==> config.mk <==
export PLATFORM = sky130hd
export DESIGN_NAME = mtrq_ram
export DESIGN_NICKNAME = d
export VERILOG_FILES = /design/src/hw/rtl/mtrq_ram.sv
export SDC_FILE = /design/constraint.sdc
export NUM_CORES = 1
export LEC_CHECK = 0
export ABC_AREA = 1
export ABC_CLOCK_PERIOD_IN_PS = 1100
export BUFFER_PORTS_ARGS = -buffer_cell sky130_fd_sc_hd__buf_4
export CORE_ASPECT_RATIO = 0.5
export CORE_MARGIN = 5
export CORE_UTILIZATION = 55
export DETAILED_ROUTE_END_ITERATION = 6
export PLACE_DENSITY = 0.75
export SLEW_MARGIN = 20
export SYNTH_ARGS = -nofsm -noshare
export SYNTH_HDL_FRONTEND = slang
export SYNTH_SLANG_ARGS = --single-unit
==> constraint.sdc <==
create_clock -name clk -period 1.1 [get_ports clk]
set_clock_uncertainty 0.15 [all_clocks]
set_input_delay 0.055 -clock clk [delete_from_list [all_inputs] [get_ports clk]]
set_output_delay 0.055 -clock clk [all_outputs]
set_load 0.005 [all_outputs]
==> src/hw/rtl/mtrq_ram.sv <==
module mtrq_ram #(
  parameter int WIDTH = 8,
  parameter int DEPTH = 16,
  localparam int AW = (DEPTH > 1) ? $clog2(DEPTH) : 1
) (
  input  logic             clk,
  input  logic             we,
  input  logic [AW-1:0]    waddr,
  input  logic [WIDTH-1:0] wdata,
  input  logic             re,
  input  logic [AW-1:0]    raddr,
  output logic [WIDTH-1:0] rdata
);

  logic [WIDTH-1:0] mem [DEPTH];

  // one write port, one registered read port
  always_ff @(posedge clk) begin
    if (we) begin
      mem[waddr] <= wdata;
    end
    if (re) begin
      rdata <= mem[raddr];
    end
  end

endmodule

Word level (Yosys, flattened, before mapping)
Memories as Yosys holds them, arrays and structs flattened. A register that Yosys moved wholly into a read port is not among the register bits.
Index checks and enable logic that the tools add are counted.
{"block": "classes", "mux": 2}
{"operator": "1-bit two-way mux", "count": 2}
{"block": "word_totals", "regBits": 0, "inputBits": 19, "ramBits": 128, "n_memories": 1, "word_cells": 3, "output_inout_bits": 8}
{"name": "mem", "words": 16, "width": 8, "rd": 1, "rd_ports_with_merged_regs": 1, "write_ports": 1, "line_no": "15", "source": "logic [WIDTH-1:0] mem [DEPTH];"}

Logic depth before layout (Yosys ltp)
{"block": "logic_depth", "ltp_word": 2, "mapped_depth": 8, "ltp_nobuf": 7}

Worst setup path before layout
No wires, ideal clock.
{"block": "synth_timing", "path_kind": "input-to-reg", "startpoint": "input port waddr[3]", "endpoint": "memory mem[4][0] (enable)", "setup_slack_ns": -0.056, "setup_time_ns": 0.370, "t_arrival_ns": 0.636, "path_stages": 2, "n_path_buf": 0, "required_time_ns": 0.580, "cell_sequence": "nand3b_1 > nor2_1"}
{"element": "from (decl)", "line_no": "8", "source": "input logic [AW-1:0] waddr,"}
{"element": "to (decl)", "line_no": "15"}
No word-level cell before the write port.

==> results.yml <==
setup_path:
  cp-endpoint: "rdata[6]"
  critPathKind: "flip-flop to flip-flop"
  reg2reg_to: "rdata[6]"
  crit_slowest_cell: "edfxtp_1"
  rr_startpoint: "mem[7][6]"
  ff2ff_setup_slack_ns: -0.19
  ff2ff_path_depth: 6
  critPathMaxStageDelay_ns: 0.37
  critPathMostFrequentCell: "nand3_1"
  critical_path_arrival_ns: 1.30
  start_kind: "flip-flop"
  worstPathRequired_ns: 1.11
  startpoint: "mem[7][6]"
  crit_chain: "inv_1, nand2_1, nand3_1, nand3_1, nand3_1, nand2_1"
  endpoint_kind: "flip-flop"
  crit_fanout: 1
synth:
  ys_warn_count: 0
  synthFlopType: "edfxtp_1"
  netlist_instances: 551
  ys_types: 11
  synth-seq-cells: 136
  synth_top_area_frac: 0.698
  syn-num-nets: 570
  synth-async-reset-ratio: 0
  post_synth.cell_area_avg_sq_um: 10.6
  synth-edff-count: 136
  yosys.area.top_type: "edfxtp_1"
  ys_top_cells_by_area: "edfxtp_1 70%, nand2_1 11%, nand3_1 8.3%"
  synthTopCellsByCount: "173 x nand2_1, 136 x edfxtp_1, 100 x inv_1"
  synth_most_common_cell: "nand2_1"
  synth_area_sq_mm: 0.00585
  ys_seq_area_frac: 0.698
die:
  row_count: 26
  die_x_microns: 156
  die_h_microns: 82.9
  core_area_sq_mm: 0.0103
  ios: 27
  initial_core_util: 0.569
  die_area_sq_mm: 0.0129
sta:
  post-route-min-period_ns: 1.29
  max_freq_mhz: 775
  timing.final.hold_violations: 0
  setup_ws_ns: -0.190
  post-route-period-util: 1.17
  slew_headroom: 0.588
  fin_tns_setup_ns: -1.56
  drv_slew: 0
  rsz0062_at_grt: "true"
  finalSetupViolCount: 16
  worst_slew_pin_slew_ns: 0.616
clock_network:
  cts_root_buf: "clkbuf_16"
  cts_tree: "built"
  htreeDepth: 4
  clock-sinks: 136
  path_clk_slew_ns: 0.06
  ctsLongestPathBuffers: 2
  numCtsBuffers: 17
  clock_latency_ns: 0.42
place:
  pre_cts_ws_ns: -0.337
  dpl_cell_area_sq_mm: 0.00637
  place_inst: 720
  gp_congestion: 0.801
  portBuffers: 26
  hpwl_microns: 8260
outcome:
  outcome: "finished with violations"
  failed_checks: "setup timing"
global_route:
  grt_pass1_vias: 4068
  antenna_found_initial: 0
  grt-ovfl-total: 0
  grt_max_degree: 33
  grtUsageTotal: 0.230
  grt_pass1_wl_microns: 22100
layout:
  final_area_sq_mm: 0.00724
  regArea_sq_mm: 0.00408
  multiInputGateArea_sq_mm: 0.00139
  layout-drive-gt1-share: 0.196
  nNetsFinal: 627
  stdcell_count: 761
  areaGrowthSynthToFinish_pct: 23.9
  n_fill_cell: 704
  antenna_cells: 0
flow_run:
  drv_cap: 0
power_and_ir_drop:
  total_power_mw: 12.6
  p_per_area_mw_per_mm2: 1740
  ir_worst_vdd_mv: 1.30
  leakagePower_nw: 3.11
detailed_routing:
  drt-total-wl_microns: 13900
  routedWlPerCell_microns: 18.3
  drt_iter0_drc: 434
  drc_errors: 0
  routed_via_density: 5.40
  drt_pass1_iterations: 5
  vias: 4108
  ant_nets: 0
worst_hold_path:
  timing.hold.worst.class: "input pin to flip-flop"
-- where the power goes --
part	leakage, nW	internal (mW)	switching, mW
registers	1.24	5.84	0.0342
logic	1.59	0.314	0.560
clock network	0.285	3.75	2.10
-- stage by stage --
stage	hold slack [ns]	util
2_1_floorplan	0.00387	-
3_3_place_gp	0.200	0.619
3_5_place_dp	0.205	0.619
4_1_cts	0.0254	0.697
5_1_grt	0.0480	0.704
6_report	0.0396	0.704
-- metal layers --
| metal | global-route usage | vias to the layer above | share of wire |
|---|---|---|---|
| met4 | 0.0929 | 0 | 0.022 |
| met3 | 0.0597 | 29 | 0.088 |
| met1 | 0.296 | 2001 | 0.38 |
| met2 | 0.373 | 182 | 0.51 |
| met5 | 0 | - | 0 |
| li1 | - | 1896 | - |
-- registers in the layout, summed over array words and instances (netlist names) --
name / count
mem: 128
rdata: 8
-- area by class of cell --
cell class	instances	share of cell area
repair buffers	62	0.0828
inverters	102	0.0529
multi-input cells	289	0.192
clock buffers	17	0.0587
flip-flops and latches	136	0.564
well taps	140	0.0242
clock inverters	15	0.0254
-- critical path, delay by kind of cell, from the launching register on --
| family | cells | cell delay (ns) |
|---|---|---|
| buffers and inverters | 1 | 0.07 |
| DFF | 1 | 0.37 |
| and+or+nand+nor | 5 | 0.44 |
-- placed cells by master, fill, tap and decap left out --
cell and instances:
buf_12 8, buf_4 42, buf_6 3, bufinv_16 4, clkbuf_16 17, clkinv_1 4, clkinv_2 2, clkinv_4 1
clkinvlp_4 4, dlygate4sd3_1 9, edfxtp_1 136, inv_1 99, inv_2 3, nand2_1 173, nand3_1 64, nand3_2 33
nand3b_1 2, nor2_1 12, nor2_2 5
-- worst min-delay path by stage --
| stage | from | to | slack [ns] | cells after the start |
|---|---|---|---|---|
| final | raddr[3] | rdata[5] | 0.04 | 4 |
| after global routing | raddr[3] | rdata[2] | 0.05 | 4 |
| after CTS | raddr[3] | rdata[7] | 0.03 | 4 |
| after detailed placement | re | rdata[6] | 0.20 | 1 |
| after global placement | re | rdata[6] | 0.20 | 1 |
| after floorplan | wdata[0] | mem[0][0] | 0.004 | 0 |
-- what timing repair did --
action | 4_1_cts | 5_1_grt
buffers inserted | 0 | 0
hold buffers | 9 | 0
endpoints found under the hold margin | 136 | 0
pin swaps | 14 | 9
gates resized for setup | 20 | 17
setup endpoints to repair | 16 | 16
-- cells by family (layout without fill, tap and decap cells) --
family,Yosys count,in the layout,synth area share
buffers and inverters,126,196,0.0939
AND/OR/NAND/NOR,289,289,0.208
flip-flops,136,136,0.698
Power figures use the tool's default switching activity.
